### src/design/pfsh_pkg.sv
// Shared types and constants for the fan-sum histogrammer.
// No dependencies; the top, event check and controller refer to this package by scoped name.
`default_nettype none

package pfsh_pkg;

  localparam int unsigned RINGS_DEF      = 64;
  localparam int unsigned DET_PER_RING_DEF = 512;
  localparam int unsigned COUNT_BITS_DEF = 32;

  localparam int unsigned CFG_IDX_W = 3;
  localparam int unsigned CFG_DATA_W = 32;

  localparam logic [5:0] RING_DIFF_LIMIT_RST = 6'd63;
  localparam logic [8:0] HALF_FAN_RST        = 9'd256;

  typedef enum logic [1:0] {
    OP_TIME  = 2'd0,
    OP_EVENT = 2'd1,
    OP_READ  = 2'd2,
    OP_CLEAR = 2'd3
  } op_t;

  typedef enum logic [CFG_IDX_W-1:0] {
    CFG_FRAME_START     = 3'd0,
    CFG_FRAME_END       = 3'd1,
    CFG_RING_DIFF_LIMIT = 3'd2,
    CFG_HALF_FAN        = 3'd3,
    CFG_COUNT_PROMPTS   = 3'd4
  } cfg_idx_t;

  typedef struct packed {
    logic [31:0] frame_start;
    logic [31:0] frame_end;
    logic [5:0]  ring_diff_limit;
    logic [8:0]  half_fan;
    logic        count_prompts;
  } cfg_t;

  // Verdict from the event check towards the controller
  typedef struct packed {
    logic count_ok;
    logic read_ok;
  } chk_t;

  typedef enum logic [2:0] {
    ST_CLEAR,
    ST_IDLE,
    ST_EXEC,
    ST_UPD_A,
    ST_UPD_B,
    ST_DONE
  } state_t;

endpackage

`default_nettype wire

### src/design/pfsh_event_check.sv
// Event qualification and bin addressing: ring window, transaxial fan, frame and kind.
// Depends on pfsh_pkg.
`default_nettype none

module pfsh_event_check #(
  parameter int unsigned RINGS              = pfsh_pkg::RINGS_DEF,
  parameter int unsigned DETECTORS_PER_RING = pfsh_pkg::DET_PER_RING_DEF,
  parameter int unsigned ADDR_W             = 15
) (
  input  pfsh_pkg::cfg_t          cfg,
  input  wire logic               done_flag,
  input  wire logic [31:0]        time_now,
  input  wire logic               prompt_kind,
  input  wire logic [5:0]         ring_first,
  input  wire logic [8:0]         det_first,
  input  wire logic [5:0]         ring_second,
  input  wire logic [8:0]         det_second,
  output pfsh_pkg::chk_t          chk,
  output logic [ADDR_W-1:0]       addr_a,
  output logic [ADDR_W-1:0]       addr_b
);

  localparam int unsigned FW  = $clog2(3 * DETECTORS_PER_RING + 512) + 1;
  localparam int unsigned H3  = (3 * DETECTORS_PER_RING) / 2;
  localparam int unsigned N2  = 2 * DETECTORS_PER_RING;

  logic          ring_a_ok, ring_b_ok, det_a_ok, det_b_ok;
  logic [5:0]    ring_diff;
  logic [FW-1:0] fan_sum, fan_red, fan_d;
  logic          fan_ok;

  assign ring_a_ok = 32'(ring_first)  < RINGS;
  assign ring_b_ok = 32'(ring_second) < RINGS;
  assign det_a_ok  = 32'(det_first)   < DETECTORS_PER_RING;
  assign det_b_ok  = 32'(det_second)  < DETECTORS_PER_RING;

  assign ring_diff = (ring_first > ring_second) ? ring_first - ring_second
                                                : ring_second - ring_first;

  // Offset from the opposite detector, folded into [0, N) by two conditional subtracts
  assign fan_sum = FW'(det_first) + FW'(H3) - FW'(det_second);
  assign fan_red = (fan_sum >= FW'(N2)) ? fan_sum - FW'(N2) : fan_sum;
  assign fan_d   = (fan_red >= FW'(DETECTORS_PER_RING)) ?
                   fan_red - FW'(DETECTORS_PER_RING) : fan_red;
  assign fan_ok  = (fan_d <= FW'(cfg.half_fan)) ||
                   ((fan_d + FW'(cfg.half_fan)) >= FW'(DETECTORS_PER_RING));

  assign chk.count_ok = !done_flag && (prompt_kind == cfg.count_prompts) &&
                        (cfg.frame_start <= time_now) &&
                        ring_a_ok && ring_b_ok && det_a_ok && det_b_ok &&
                        (ring_diff <= cfg.ring_diff_limit) && fan_ok;
  assign chk.read_ok  = ring_a_ok && det_a_ok;

  assign addr_a = ADDR_W'(32'(ring_first) * 32'(DETECTORS_PER_RING) + 32'(det_first));
  assign addr_b = ADDR_W'(32'(ring_second) * 32'(DETECTORS_PER_RING) + 32'(det_second));

endmodule

`default_nettype wire

### src/design/pfsh_hist_ctrl.sv
// Sequencer for the histogram: clearing sweep, read-modify-write of both bins,
// bin reads, frame timing and the result register. Depends on pfsh_pkg, pfsh_event_check.
`default_nettype none

module pfsh_hist_ctrl #(
  parameter int unsigned RINGS              = pfsh_pkg::RINGS_DEF,
  parameter int unsigned DETECTORS_PER_RING = pfsh_pkg::DET_PER_RING_DEF,
  parameter int unsigned COUNT_BITS         = pfsh_pkg::COUNT_BITS_DEF,
  parameter int unsigned ADDR_W             = 15
) (
  input  wire logic                  clk,
  input  wire logic                  rst,
  input  pfsh_pkg::cfg_t             cfg,
  input  wire logic                  in_valid,
  output logic                       in_stall,
  input  wire logic [1:0]            operation,
  input  wire logic [31:0]           time_ms,
  input  wire logic                  prompt_kind,
  input  wire logic [5:0]            ring_first,
  input  wire logic [8:0]            det_first,
  input  wire logic [5:0]            ring_second,
  input  wire logic [8:0]            det_second,
  output logic                       out_valid,
  input  wire logic                  out_stall,
  output logic [31:0]                bin_count,
  output logic                       accepted,
  output logic                       frame_done,
  output logic                       mem_we,
  output logic [ADDR_W-1:0]          mem_waddr,
  output logic [COUNT_BITS-1:0]      mem_wdata,
  output logic                       mem_re,
  output logic [ADDR_W-1:0]          mem_raddr,
  input  wire logic [COUNT_BITS-1:0] mem_rdata
);

  localparam int unsigned NUM_BINS = RINGS * DETECTORS_PER_RING;
  localparam int unsigned XW       = (COUNT_BITS > 32) ? COUNT_BITS : 32;

  pfsh_pkg::state_t state, state_next;

  // Held item
  pfsh_pkg::op_t    op;
  logic [31:0]      item_time;
  logic             item_prompt;
  logic [5:0]       item_ring_a, item_ring_b;
  logic [8:0]       item_det_a, item_det_b;

  logic [31:0]      time_now;
  logic             done_flag;
  logic [ADDR_W-1:0] clr_addr;
  logic             clr_owed;
  logic             acc;
  logic [COUNT_BITS-1:0] upd_val;

  pfsh_pkg::chk_t    chk;
  logic [ADDR_W-1:0] addr_a, addr_b;
  logic              in_xfer, out_free, clr_last;
  logic [COUNT_BITS-1:0] inc_a, base_b, inc_b;
  logic [XW-1:0]     rd_ext;
  logic [31:0]       rd_clip;

  pfsh_event_check #(
    .RINGS              (RINGS),
    .DETECTORS_PER_RING (DETECTORS_PER_RING),
    .ADDR_W             (ADDR_W)
  ) u_check (
    .cfg          (cfg),
    .done_flag    (done_flag),
    .time_now     (time_now),
    .prompt_kind  (item_prompt),
    .ring_first   (item_ring_a),
    .det_first    (item_det_a),
    .ring_second  (item_ring_b),
    .det_second   (item_det_b),
    .chk          (chk),
    .addr_a       (addr_a),
    .addr_b       (addr_b)
  );

  assign in_stall = (state != pfsh_pkg::ST_IDLE);
  assign in_xfer  = in_valid && !in_stall;
  assign out_free = !out_valid || !out_stall;
  assign clr_last = (clr_addr == ADDR_W'(NUM_BINS - 1));

  // Saturating increments; the second bin takes the first's new value when both coincide
  assign inc_a  = (&mem_rdata) ? mem_rdata : mem_rdata + COUNT_BITS'(1);
  assign base_b = (addr_a == addr_b) ? upd_val : mem_rdata;
  assign inc_b  = (&base_b) ? base_b : base_b + COUNT_BITS'(1);

  assign rd_ext  = XW'(mem_rdata);
  assign rd_clip = (rd_ext > XW'(32'hFFFF_FFFF)) ? 32'hFFFF_FFFF : rd_ext[31:0];

  always_comb begin
    state_next = state;
    mem_we     = 1'b0;
    mem_waddr  = addr_a;
    mem_wdata  = inc_a;
    mem_re     = 1'b0;
    mem_raddr  = addr_a;
    case (state)
      pfsh_pkg::ST_CLEAR: begin
        mem_we    = 1'b1;
        mem_waddr = clr_addr;
        mem_wdata = '0;
        if (clr_last) begin
          state_next = clr_owed ? pfsh_pkg::ST_DONE : pfsh_pkg::ST_IDLE;
        end
      end
      pfsh_pkg::ST_IDLE: begin
        if (in_xfer) begin
          state_next = pfsh_pkg::ST_EXEC;
        end
      end
      pfsh_pkg::ST_EXEC: begin
        case (op)
          pfsh_pkg::OP_EVENT: begin
            mem_re     = chk.count_ok;
            state_next = chk.count_ok ? pfsh_pkg::ST_UPD_A : pfsh_pkg::ST_DONE;
          end
          pfsh_pkg::OP_READ: begin
            mem_re     = chk.read_ok;
            state_next = pfsh_pkg::ST_DONE;
          end
          pfsh_pkg::OP_CLEAR: state_next = pfsh_pkg::ST_CLEAR;
          default:            state_next = pfsh_pkg::ST_DONE;
        endcase
      end
      pfsh_pkg::ST_UPD_A: begin
        mem_we     = 1'b1;
        mem_re     = 1'b1;
        mem_raddr  = addr_b;
        state_next = pfsh_pkg::ST_UPD_B;
      end
      pfsh_pkg::ST_UPD_B: begin
        mem_we     = 1'b1;
        mem_waddr  = addr_b;
        mem_wdata  = inc_b;
        state_next = pfsh_pkg::ST_DONE;
      end
      pfsh_pkg::ST_DONE: begin
        if (out_free) begin
          state_next = pfsh_pkg::ST_IDLE;
        end
      end
      default: state_next = pfsh_pkg::ST_IDLE;
    endcase
  end

  always_ff @(posedge clk) begin
    if (rst) begin
      state <= pfsh_pkg::ST_CLEAR;
    end else begin
      state <= state_next;
    end
  end

  always_ff @(posedge clk) begin
    if (rst) begin
      time_now     <= '0;
      done_flag    <= 1'b0;
      clr_addr     <= '0;
      clr_owed     <= 1'b0;
      acc          <= 1'b0;
      out_valid    <= 1'b0;
    end else begin
      if (state == pfsh_pkg::ST_CLEAR) begin
        clr_addr <= clr_last ? '0 : clr_addr + ADDR_W'(1);
      end
      if (state == pfsh_pkg::ST_EXEC) begin
        acc      <= (op == pfsh_pkg::OP_EVENT) && chk.count_ok;
        clr_owed <= (op == pfsh_pkg::OP_CLEAR);
        if (op == pfsh_pkg::OP_TIME && !done_flag) begin
          if (cfg.frame_end > cfg.frame_start && item_time >= cfg.frame_end) begin
            done_flag <= 1'b1;
          end else begin
            time_now <= item_time;
          end
        end
      end
      if (state == pfsh_pkg::ST_DONE && out_free) begin
        out_valid <= 1'b1;
      end else if (out_valid && !out_stall) begin
        out_valid <= 1'b0;
      end
    end
  end

  // Payload: item capture, forwarded bin value, result register
  always_ff @(posedge clk) begin
    if (in_xfer) begin
      op          <= pfsh_pkg::op_t'(operation);
      item_time   <= time_ms;
      item_prompt <= prompt_kind;
      item_ring_a <= ring_first;
      item_det_a  <= det_first;
      item_ring_b <= ring_second;
      item_det_b  <= det_second;
    end
    if (state == pfsh_pkg::ST_UPD_A) begin
      upd_val <= inc_a;
    end
    if (state == pfsh_pkg::ST_DONE && out_free) begin
      bin_count  <= (op == pfsh_pkg::OP_READ && chk.read_ok) ? rd_clip : 32'd0;
      accepted   <= acc;
      frame_done <= done_flag;
    end
  end

endmodule

`default_nettype wire

### config.mk
export PLATFORM = sky130hd
export DESIGN_NAME = pfsh_hist_ctrl
export DESIGN_NICKNAME = d
export VERILOG_FILES = /design/src/design/pfsh_pkg.sv /design/src/design/pfsh_event_check.sv /design/src/design/pfsh_hist_ctrl.sv
export SDC_FILE = /design/constraint.sdc
export NUM_CORES = 1
export LEC_CHECK = 0
export BUFFER_PORTS_ARGS = -buffer_cell sky130_fd_sc_hd__buf_2
export CAP_MARGIN = 20
export CORE_MARGIN = 2
export CORE_UTILIZATION = 57
export CTS_BUF_LIST = sky130_fd_sc_hd__clkbuf_4 sky130_fd_sc_hd__clkbuf_8 sky130_fd_sc_hd__clkbuf_16
export CTS_CLUSTER_SIZE = 28
export DETAILED_ROUTE_END_ITERATION = 10
export GPL_ROUTABILITY_DRIVEN = 0
export PLACE_DENSITY = 0.81
export RECOVER_POWER = 100
export REMOVE_ABC_BUFFERS = 1
export SLEW_MARGIN = 25
export SYNTH_ARGS = -nofsm -noshare
export SYNTH_HDL_FRONTEND = slang
export SYNTH_SLANG_ARGS = --single-unit
export TNS_END_PERCENT = 30
### constraint.sdc
create_clock -name clk -period 5 [get_ports clk]
set_input_delay 0.5 -clock clk [delete_from_list [all_inputs] [get_ports clk]]
set_output_delay 0.5 -clock clk [all_outputs]
set_load 0.005 [all_outputs]
==> results of run 1 <==
-- worst min path at each step --
stage | slack (ns) | from | cells past startpoint | end
floorplan | 0.41 | acc | 0 | accepted
global placement | 0.43 | acc | 0 | accepted
detailed placement | 0.43 | acc | 0 | accepted
CTS | 0.22 | time_ms[6] | 1 | item_time[6]
global route | 0.22 | time_ms[10] | 1 | item_time[10]
finish | 0.24 | time_ms[21] | 1 | item_time[21]
-- sequential cells by signal, summed over array words and instances (netlist names), 3 cells and up --
signal       flops
item_ring_b      6
item_det_b       9
clr_addr        15
item_time       32
item_ring_a      6
item_det_a       9
bin_count       32
upd_val         32
state            3
time_now        32
-- kinds of logic after synthesis --
kind of cell	Yosys count
adders and majority gates	155
other	1
xor gates and xnor gates	73
AOI/OAI and AO/OA	256
DFF	185
and+or+nand+nor	501
muxes	94
buffers and inverters	205
-- final cells by class --
| type | instances | area [um2] |
|---|---|---|
| multi-input combinational | 1081 | 7938 |
| fill | 1911 | 7477 |
| sequential | 185 | 5015 |
| timing repair buffer | 312 | 1560 |
| inverter | 155 | 581.8 |
| clock buffer | 21 | 467.9 |
| tap | 319 | 399.1 |
| clock inverter | 11 | 88.84 |
| antenna | 6 | 15.01 |
-- cells in the mapped netlist, types with 11 or more instances --
cell	count	area, um2
a21o_1	22	165.2
a21oi_1	49	245.2
and2_1	40	250.2
and3_1	15	93.84
clkbuf_1	26	97.59
dfxtp_1	54	1081
edfxtp_1	131	3934
ha_1	151	1889
inv_1	151	566.8
mux2i_1	86	860.8
nand2_1	145	544.3
nand2b_1	13	81.33
nand3_1	47	235.2
nand4_1	48	300.3
nor2_1	115	431.7
nor2b_1	18	112.6
nor3_1	12	60.06
o211ai_1	12	90.09
o21a_1	11	82.58
o21ai_0	63	315.3
o21ai_1	20	100.1
xnor2_1	40	350.3
xor2_1	33	289.0
-- routing by layer --
layer	wire length [um]	up-vias	share of wire, %
li1	-	5790	-
met1	15350	5637	42
met2	17410	560	47
met3	2614	111	7.1
met4	1551	0	4.2
met5	0	-	0
-- cells in the final DEF, fill, tap and decap left out, drive strengths merged, types with 54 or more instances in the layout --
cell type and count:
mux2i 87, nor2 116, inv 157, edfxtp 131, buf 248, dfxtp 54, o21ai 83, ha 151
clkbuf 85, nand2 145
-- what timing repair did --
item | in CTS | in global routing
setup endpoints to repair | 1 | 2
gates resized for setup | 17 | 19
setup buffers | 8 | 7
pin swaps | 15 | 17
-- power by group --
part,internal [uW],switching [uW],leakage (uW)
clock network,682,613,0.000264
logic,162,204,0.00484
registers,1640,2.76,0.00162
total,2480,820,0.00673
-- stage by stage --
stage | cell area, um2 | cells
after floorplan | 13400 | 1421
after global placement | 15340 | 2036
after detailed placement | 15370 | 2037
after CTS | 16050 | 2077
after global routing | 16070 | 2090
final | 16070 | 2090
==> results.md, run 1 <==
* Core Rows at 56
* All-layer global routing usage at 28.56%
* Post-Synth XOR/XNOR Area at 4.673%
* Worst setup path endpoint: mem_re
* Critical-path maximum fanout at 4
* Clock Latency Late Sink at 0.43 ns
* Max Clk Rate at 0.1932 GHz
* Largest family of logic cells by synthesized area: simple AND/OR/NAND/NOR gates
* CP endpoint kind: primary output
* I/O Buffers at 280
* Grt met2 use at 48.17%
* Average wire per standard cell at 17.67 um
* Fin Clk Skew at 0.01338 ns
* Hold Path Class: in -> reg
* Worst slack, placed at -0.1022 ns
* Sequential area share after synthesis at 36.65%
* RR Endpoint: time_now[22]
* Largest delay contributor family on the critical path: simple AND/OR/NAND/NOR gates
* Remaining DRCs at 0
* Failing checks: max-capacitance violations, max-slew violations, negative setup slack
* Pleak at 0.006727 uW
* Startpoint types: flop
* Layout area overhead at 17.42%
* EDFF count, synth at 131
* Cell mode on critical path: ha_1
* CP Buf/Inv Count at 1
* First-pass GRT wire length at 58730 um
* Final Hold Violating Endpoints at 0
* Met3 GRT Util at 4.038%
* CTS tree: done
* CTS buffer count at 17
* Core Area at 0.02354 mm2
* Stages on the worst setup path at 16
* Simple-gate share of the synthesized area at 18.49%
* Overflow after GRT at 0
* Antenna violations before repair at 6
* Vias per Instance at 5.789
* Synth warnings at 0
* DIE HEIGHT at 158.9 um
* Worst EP required at 4.50 ns
* Relative slew slack at -54.27%
* CP Cell Sequence: ha_1, fa_1, nand2b_1, a21oi_2, a21oi_1, xnor2_2, ha_1, or4_1, a21o_1, a41oi_2, o211ai_1, mux2i_1, nor3_2, nor4_2, a211oi_2, buf_2
* Max Root-Sink Buffers at 2
* Slowest CP cell: or4_1
* Peak VDD IR at 206.6 uV
* Power Total at 3299 uW
* Iter 0 DRT Violations at 821
* Minimum clock period at 5.176 ns
* RSZ-0062 raised after global routing: yes
* Avg Cell Area, Syn at 9.307 um2
* CTS root buf: clkbuf_16
* CP arrival at 4.68 ns
* Post-Synthesis Cells at 1470
* Nets at 2088
* Met1 Usage GRT at 36.26%
* Async S/R FF share, synth at 0%
* Slew Limit Fails at 143
* Reg2reg start: item_time[0]
* # setup viols final at 3
* Kind of critical path: reg -> out
* Worst setup path start: item_det_b[0]
* CTS sink cnt at 185
* WL final at 36930 um
* Reg-to-reg slack, setup at 0.10 ns
* Post-layout util at 68.24%
* Synth Area in Compound Gates at 12.43%
* Worst-margin pin slew at 2.306 ns
* H-tree Lvls at 4
* Vias in the first global route at 11.85k
* Post-Synth Adder-Cell Area at 14.39%
* CTS Hold Bufs at 0
* Via count at 12.10k
* Initial Util at 58.12%
* Gr busiest metal: met2
* Yosys cell types at 89
* Routed Antenna Nets at 0
* DR pass1 iterations at 5
* Worst path max stage delay at 0.58 ns
* Final Cycle Share at 103.5%
* Hold slack at 0.2388 ns
* Max Cap Viol at 5
* Setup_tns at -0.3206 ns
* Share of layout cells above drive strength 1 at 19.21%
* Post-route setup slack at -0.1759 ns
* R2r worst-path depth at 12
* Post-synthesis mux area share at 6.996%
* Die Span X at 158.9 um
* Status: finished with violations
* Post-Synthesis Cell Area at 0.01368 mm2
* FF+latch count, synth at 185
* Clock slew at reported path FFs at 0.07 ns
* Pwr Density at 205.4 mW/mm2
* Dpl hpwl at 27960 um
* Main synth FF type: edfxtp_1
* Boundary pin count at 281
* Largest net degree at the start of global routing at 49
* Die area at 0.02526 mm2
Power figures use the tool's default switching activity.
==> inputs of run 2 (changes only) <==
--- a/config.mk
+++ b/config.mk
@@ -15,9 +15,8 @@
 export GPL_ROUTABILITY_DRIVEN = 0
 export PLACE_DENSITY = 0.81
 export RECOVER_POWER = 100
-export REMOVE_ABC_BUFFERS = 1
 export SLEW_MARGIN = 25
 export SYNTH_ARGS = -nofsm -noshare
 export SYNTH_HDL_FRONTEND = slang
 export SYNTH_SLANG_ARGS = --single-unit
-export TNS_END_PERCENT = 30
+export TNS_END_PERCENT = 1
==> run 2 against run 1 <==
  * The flow still finishes with violations (max-capacitance violations, max-slew violations, negative setup slack)
  * Non-clock buffer count rose by 1
  * Power increased by 0.50%
  * Cell count decreased by 0.14%
  * Wire length increased by 1.3%
  * Hold slack is essentially flat
  * First-iteration DRC count rose by 19%
  * Setup slack improved by 0.075 ns
  * Critical endpoint unchanged
  * Largest power group unchanged
==> results.md, run 2 (synthesis gave the netlist of run 1 again) <==
* Vias per Instance at 5.760 (was 5.789)
* Antenna violations before repair at 2 (was 6)
* Peak VDD IR at 172.0 uV (was 206.6 uV)
* I/O Buffers at 280 (unchanged)
* CTS buffer count at 17 (unchanged)
* Non-filler cells, final at 2087 (was 2090)
* R2r worst-path depth at 17 (was 12)
* Fin Clk Skew at 0.01511 ns (was 0.01338 ns)
* Post-route setup slack at -0.1005 ns (was -0.1759 ns)
* First-pass GRT wire length at 61090 um (was 58730 um)
* CP endpoint kind: primary output (unchanged)
* Max Root-Sink Buffers at 2 (unchanged)
* Relative slew slack at -49.36% (was -54.27%)
* Via count at 12.02k (was 12.10k)
* Worst setup path start: item_det_b[0] (unchanged)
* Core Area at 0.02354 mm2 (unchanged)
* Minimum clock period at 5.101 ns (was 5.176 ns)
* CP Buf/Inv Count at 1 (unchanged)
* Final Cycle Share at 102.0% (was 103.5%)
* Pleak at 0.006772 uW (was 0.006727 uW)
* CTS sink cnt at 185 (unchanged)
* Max Cap Viol at 3 (was 5)
* Reg-to-reg slack, setup at 0.56 ns (was 0.10 ns)
* RR Endpoint: state[1] (was time_now[22])
* Worst-margin pin slew at 2.240 ns (was 2.306 ns)
* WL final at 37400 um (was 36930 um)
* Largest delay contributor family on the critical path: compound AO/OA/AOI/OAI gates (was simple AND/OR/NAND/NOR gates)
* Area after DPL at 0.01538 mm2 (was 0.01537 mm2)
* Die Span X at 158.9 um (unchanged)
* Hold Path Class: in -> reg (unchanged)
* Remaining DRCs at 0 (unchanged)
* Most frequent cells in the layout: 229 x buf_2, 149 x inv_1, 145 x nand2_1, 144 x ha_1, 131 x edfxtp_1 (was 221 x buf_2, 149 x inv_1, 144 x nand2_1, 143 x ha_1, 131 x edfxtp_1)
* Boundary pin count at 281 (unchanged)
* Placed Cells incl. Taps at 2039 (was 2037)
* Worst EP required at 4.50 ns (about the same)
* CTS root buf: clkbuf_16 (unchanged)
* Layout area overhead at 17.67% (was 17.42%)
* CTS tree: done (unchanged)
* Post-layout util at 68.38% (was 68.24%)
* Clock slew at reported path FFs at 0.07 ns (about the same)
* CP arrival at 4.60 ns (was 4.68 ns)
* Stages on the worst setup path at 16 (unchanged)
* Clock Latency Late Sink at 0.43 ns (about the same)
* Worst path max stage delay at 0.57 ns (was 0.58 ns)
* Routed Antenna Nets at 0 (unchanged)
* Average wire per standard cell at 17.92 um (was 17.67 um)
* Pwr Density at 206.0 mW/mm2 (was 205.4 mW/mm2)
* CP Cell Sequence: ha_1, fa_1, nand2b_1, a21oi_4, a21oi_1, xnor2_1, ha_1, or4_1, a21o_1, a41oi_2, o21ai_0, a21oi_1, nor3_2, nor4_2, a211oi_2, buf_2 (was ha_1, fa_1, nand2b_1, a21oi_2, a21oi_1, xnor2_2, ha_1, or4_1, a21o_1, a41oi_2, o211ai_1, mux2i_1, nor3_2, nor4_2, a211oi_2, buf_2)
* Worst setup path endpoint: mem_re (unchanged)
* Kind of critical path: reg -> out (unchanged)
* Critical-path maximum fanout at 3 (was 4)
* Iter 0 DRT Violations at 978 (was 821)
* Max Clk Rate at 0.1961 GHz (was 0.1932 GHz)
* Die area at 0.02526 mm2 (unchanged)
* All-layer global routing usage at 29.69% (was 28.56%)
* Worst slack, placed at -0.09460 ns (was -0.1022 ns)
* Power Total at 3316 uW (was 3299 uW)
* Initial Util at 58.12% (unchanged)
* DIE HEIGHT at 158.9 um (unchanged)
* DR pass1 iterations at 6 (was 5)
* H-tree Lvls at 4 (unchanged)
* Final Hold Violating Endpoints at 0 (unchanged)
* Nets at 2089 (was 2088)
* Status: finished with violations (unchanged)
* # setup viols final at 1 (was 3)
* Most common cell after layout, fill and taps aside: buf_2 (unchanged)
* Vias in the first global route at 12.16k (was 11.85k)
* Slowest CP cell: or4_1 (unchanged)
* Core Rows at 56 (unchanged)
* Failing checks: max-capacitance violations, max-slew violations, negative setup slack (unchanged)
* Overflow after GRT at 0 (unchanged)
* CTS Hold Bufs at 0 (unchanged)
* RSZ-0062 raised after global routing: yes (unchanged)
* Startpoint types: flop (unchanged)
* Dpl hpwl at 28470 um (was 27960 um)
* Slew Limit Fails at 172 (was 143)
* Reg2reg start: item_det_b[0] (was item_time[0])
* Largest net degree at the start of global routing at 74 (was 49)
* Cell area after layout at 0.01610 mm2 (was 0.01607 mm2)
* Share of layout cells above drive strength 1 at 19.93% (was 19.21%)
==> run 2: changes by cell type in the layout (fill, tap and decap cells not counted), sizes merged <==
| cell | previous run | this run |
|---|---|---|
| inv | 157 | 156 |
| bufinv | 0 | 1 |
| clkinv | 5 | 8 |
| diode | 6 | 2 |
| buf | 248 | 257 |
| clkbuf | 85 | 74 |
==> run 2: worst register-to-register path, cell delays in order (launching register included) <==
cell and delay, ns:
edfxtp_1 0.43, ha_1 0.25, fa_1 0.41, nand2b_1 0.21
a21oi_4 0.19, a21oi_1 0.11, xnor2_1 0.29, ha_1 0.31
or4_1 0.57, a21o_1 0.20, a41oi_2 0.26, o21ai_0 0.13
a21oi_1 0.21, nor3_2 0.10, buf_4 0.14, buf_4 0.13
o2111a_1 0.24, o21ba_1 0.16
==> run 2: worst min-delay path by stage <==
stage,cells past startpoint,start,to,slack [ns]
floorplan,0,acc,accepted,0.41
global placement,0,acc,accepted,0.43
detailed placement,0,acc,accepted,0.42
CTS,1,time_ms[7],item_time[7],0.23
global route,1,time_ms[2],item_time[2],0.23
finish,1,time_ms[7],item_time[7],0.24
==> run 2: metal layers <==
| layer | GRT usage (%) | routed length [um] |
|---|---|---|
| met4 | 11.36 | 1073 |
| met5 | 0 | 0 |
| met1 | 38.13 | 15670 |
| met3 | 4.871 | 2806 |
| met2 | 50.52 | 17850 |
==> run 2: through the flow <==
step | hold WS [ns] | TNS, ns
floorplan | 0.4090 | 0
global placement | 0.4255 | 0
detailed placement | 0.4245 | -0.09460
CTS | 0.2275 | -0.08088
global route | 0.2255 | -0.4567
finish | 0.2387 | -0.1005
==> run 2: what timing repair did <==
action	in CTS	in global routing
gates resized for setup	21	17
pin swaps	14	13
setup endpoints to repair	1	7
gates cloned	0	0
buffers inserted	7	7
==> run 2: final cells by class <==
class	instances	area (um2)
Fill cell	1859	7443
Inverter	155	581.8
Clock buffer	18	432.9
Antenna cell	2	5.005
Sequential cell	185	5015
Timing Repair Buffer	313	1572
Clock inverter	14	123.9
Multi-Input combinational cell	1081	7970
Tap cell	319	399.1
==> run 2: report_power, final <==
group,switching (uW),total (uW),internal [uW]
clock network,610,1310,695
registers,4.17,1640,1640
logic,208,371,163
==> inputs of run 3 (changes only) <==
--- a/config.mk
+++ b/config.mk
@@ -5,6 +5,7 @@
 export SDC_FILE = /design/constraint.sdc
 export NUM_CORES = 1
 export LEC_CHECK = 0
+export ABC_AREA = 1
 export BUFFER_PORTS_ARGS = -buffer_cell sky130_fd_sc_hd__buf_2
 export CAP_MARGIN = 20
 export CORE_MARGIN = 2
@@ -13,7 +14,7 @@
 export CTS_CLUSTER_SIZE = 28
 export DETAILED_ROUTE_END_ITERATION = 10
 export GPL_ROUTABILITY_DRIVEN = 0
-export PLACE_DENSITY = 0.81
+export PLACE_DENSITY = 0.8
 export RECOVER_POWER = 100
 export SLEW_MARGIN = 25
 export SYNTH_ARGS = -nofsm -noshare
==> run 3 against run 2 <==
  * The run ends with max-capacitance violations, max-slew violations left
  * Cell count up 17%
  * Hold slack worse by 0.0086 ns
  * Critical path type unchanged
  * Combinational power up 12%
  * Cell area down 0.50%
  * Sequential share of layout area up 0.16 points
  * Register-to-register slack better by 0.41 ns
  * Sequential power about the same
  * First-iteration DRC count up 28%
  * Highest routed layer unchanged
  * Setup slack better by 0.44 ns
  * Utilization down 0.54 points
  * Via count up 11%
  * Synthesized cell count up 24%
==> results.md, run 3 <==
* Status: finished with violations (unchanged)
* Failing checks: max-capacitance violations, max-slew violations (was max-capacitance violations, max-slew violations, negative setup slack)
* Remaining DRCs at 0 (unchanged)
* EDFF count, synth at 131 (unchanged)
* Relative slew slack at -84.50% (was -49.36%)
* Top cells by count, synth: 426 x nand2_1, 312 x inv_1, 187 x nor2_1 (was 151 x ha_1, 151 x inv_1, 145 x nand2_1)
* WL final at 39590 um (was 37400 um)
* Vias in the first global route at 12.87k (was 12.16k)
* Average wire per standard cell at 16.25 um (was 17.92 um)
* CP Buf/Inv Count at 4 (was 1)
* Core Rows at 56 (unchanged)
* CP arrival at 4.16 ns (was 4.60 ns)
* CP Cell Sequence: ha_1, nand2_1, nor3_1, nand3_1, nor2_4, buf_4, nor2_1, nor2_1, nand2_1, nor2_1, nand2_1, nor3_2, nand2_1, buf_4, inv_2, o21ai_0, nand2_1, clkbuf_1 (was ha_1, fa_1, nand2b_1, a21oi_4, a21oi_1, xnor2_1, ha_1, or4_1, a21o_1, a41oi_2, o21ai_0, a21oi_1, nor3_2, nor4_2, a211oi_2, buf_2)
* Async S/R FF share, synth at 0% (unchanged)
* Wire length on met2 at 18190 um (was 17850 um)
* Synth Area in Compound Gates at 10.91% (was 12.43%)
* Fin Clk Skew at 0.01466 ns (was 0.01511 ns)
* Power Total at 3416 uW (was 3316 uW)
* Most frequent cells in the layout: 426 x nand2_1, 311 x inv_1, 218 x buf_2, 186 x nor2_1, 151 x ha_1 (was 229 x buf_2, 149 x inv_1, 145 x nand2_1, 144 x ha_1, 131 x edfxtp_1)
* Final Cycle Share at 93.18% (was 102.0%)
* Post-route setup slack at 0.3412 ns (was -0.1005 ns)
* Die Span X at 159.5 um (was 158.9 um)
* Share of layout cells above drive strength 1 at 14.29% (was 19.93%)
* Share of Yosys cell area claimed by the top area cell type at 28.55% (was 28.75%)
* Via count at 13.35k (was 12.02k)
* Max Clk Rate at 0.2146 GHz (was 0.1961 GHz)
* CTS buffer count at 17 (unchanged)
* I/O Buffers at 280 (unchanged)
* Worst slack, placed at 0.7074 ns (was -0.09460 ns)
* CTS tree: done (unchanged)
* Post-Synthesis Cell Area at 0.01378 mm2 (was 0.01368 mm2)
* Worst EP required at 4.50 ns (about the same)
* Routed Antenna Nets at 0 (unchanged)
* Nets at 2437 (was 2089)
* Peak VDD IR at 214.8 uV (was 172.0 uV)
* Critical-path maximum fanout at 26 (was 3)
* Largest delay contributor family on the critical path: simple AND/OR/NAND/NOR gates (was compound AO/OA/AOI/OAI gates)
* Dpl hpwl at 31620 um (was 28470 um)
* Largest family of logic cells by synthesized area: simple AND/OR/NAND/NOR gates (unchanged)
* Boundary pin count at 281 (unchanged)
* Hold Path Class: in -> reg (unchanged)
* Post-synth top area cell: edfxtp_1 (unchanged)
* CP endpoint kind: primary output (unchanged)
* Layout area overhead at 16.25% (was 17.67%)
* Area occupied by multi-input gates at 0.007403 mm2 (was 0.007970 mm2)
* Highest routed layer: met4 (unchanged)
* Synth warnings at 0 (unchanged)
* Post-synthesis mux area share at 0.08172% (was 6.996%)
* FF+latch count, synth at 185 (unchanged)
* WL met3 at 3255 um (was 2806 um)
* CTS Hold Bufs at 0 (unchanged)
* First-pass GRT wire length at 63340 um (was 61090 um)
* Slowest CP cell: edfxtp_1 (was or4_1)
* Simple-gate share of the synthesized area at 24.71% (was 18.49%)
* Top-count cell post-synth: nand2_1
* DR pass1 iterations at 5 (was 6)
* H-tree Lvls at 4 (unchanged)
* Antenna violations before repair at 4 (was 2)
* All-layer global routing usage at 30.83% (was 29.69%)
* Most common cell after layout, fill and taps aside: nand2_1 (was buf_2)
* Yosys cell types at 52 (was 89)
* Startpoint types: flop (unchanged)
* Vias per Instance at 5.478 (was 5.760)
* Slew Limit Fails at 208 (was 172)
* Main synth FF type: edfxtp_1 (unchanged)
* Initial Util at 58.36% (was 58.12%)
* Avg Cell Area, Syn at 7.550 um2 (was 9.307 um2)
* Max Cap Viol at 5 (was 3)
* CTS sink cnt at 185 (unchanged)
* Synth area leaders: edfxtp_1 29%, ha_1 14%, nand2_1 12% (was edfxtp_1 29%, ha_1 14%, dfxtp_1 7.9%)
* DIE HEIGHT at 159.5 um (was 158.9 um)
* Sequential area share after synthesis at 36.39% (was 36.65%)
* Final Hold Violating Endpoints at 0 (unchanged)
* Kind of critical path: reg -> out (unchanged)
* Sequential standard cell area at 0.005015 mm2 (unchanged)
* Clock Latency Late Sink at 0.44 ns (was 0.43 ns)
* Post-Synthesis Cells at 1825 (was 1470)
* # setup viols final at 0 (was 1)
* CTS root buf: clkbuf_16 (unchanged)
* Overflow after GRT at 0 (unchanged)
* Fill count at 2091 (was 1859)
* Die area at 0.02543 mm2 (was 0.02526 mm2)
* Pleak at 0.007722 uW (was 0.006772 uW)
* Cell mode on critical path: nand2_1
* Worst path max stage delay at 0.42 ns (was 0.57 ns)
* Minimum clock period at 4.659 ns (was 5.101 ns)
* Iter 0 DRT Violations at 1253 (was 978)
* Core Area at 0.02361 mm2 (was 0.02354 mm2)
* Worst-margin pin slew at 2.768 ns (was 2.240 ns)
* Post-Synth Adder-Cell Area at 14.29% (was 14.39%)
* Met1 wire length at 16080 um (was 15670 um)
* Pwr Density at 213.3 mW/mm2 (was 206.0 mW/mm2)
* Clock slew at reported path FFs at 0.07 ns (about the same)
* Max Root-Sink Buffers at 2 (unchanged)
* Largest net degree at the start of global routing at 52 (was 74)
* Post-Synth XOR/XNOR Area at 3.559% (was 4.673%)
==> run 3: changes by cell type after synthesis, moves of 18 or more <==
cell,delta
xnor2_1,-24
a21oi_1,+65
and2_1,-36
nand4_1,-25
mux2i_1,-86
nor2_1,+72
nor3_1,+30
nor2_2,+18
nand2_1,+281
inv_1,+161
o21ai_0,+24
nand3_1,+29
nor2b_1,-18
==> run 3: cell families (layout without fill, tap and decap cells) <==
| family | count (synthesis) | after routing |
|---|---|---|
| AOI/OAI and AO/OA | 264 | 264 |
| xor gates and xnor gates | 56 | 56 |
| adders and majority gates | 155 | 155 |
| buffers and inverters | 355 | 643 |
| DFF | 185 | 185 |
| muxes | 1 | 1 |
| other | 1 | 6 |
| and+or+nand+nor | 808 | 808 |
==> run 3: final cells by class <==
cell class,count,share of cell area (%)
clock inverters,14,0.9685
diodes,4,0.06249
multi-input cells,1286,46.22
well taps,319,2.492
repair buffers,293,8.764
inverters,318,7.451
clock buffers,18,2.742
flip-flops and latches,185,31.31
==> run 3: power breakdown <==
part	switching, uW	internal (uW)
Combinational	253	162
Sequential	1.90	1630
Clock	641	724
Total	896	2520
==> run 3: final timing paths <==
check                                    from       endpoint  slack, ns  cells past startpoint
worst max register to register  item_time[31]   time_now[26]       0.97                     13
worst min register to register      done_flag     frame_done       0.44                      0
worst max-delay path            item_det_a[2]  mem_wdata[14]       0.34                     18
worst min-delay path             det_first[8]  item_det_a[8]       0.23                      1
==> run 3: repair_timing <==
action / in CTS / in global routing
endpoints found under the setup margin: 0 / 1
setup buffers: 0 / 2
hold endpoints to repair: 0 / 0
resized for setup: 0 / 5
==> run 3: metrics by stage <==
step	hold WS [ns]	area, um2	instances	utilization, %	TNS (ns)
4_1_cts	0.2233	16090	2430	68.13	0
3_5_place_dp	0.4195	15490	2398	65.61	0
6_report	0.2301	16020	2437	67.84	0
3_3_place_gp	0.4169	15490	2398	65.61	0
5_1_grt	0.2131	16020	2437	67.84	-0.006906
2_1_floorplan	0.4082	13780	1826	-	0
==> run 3: per-layer routing <==
layer  track usage [%]  up-vias
met5                 0        -
met4             15.66        0
met3             6.356      144
met2             50.22      701
met1             38.89     5986
li1                  -     6518
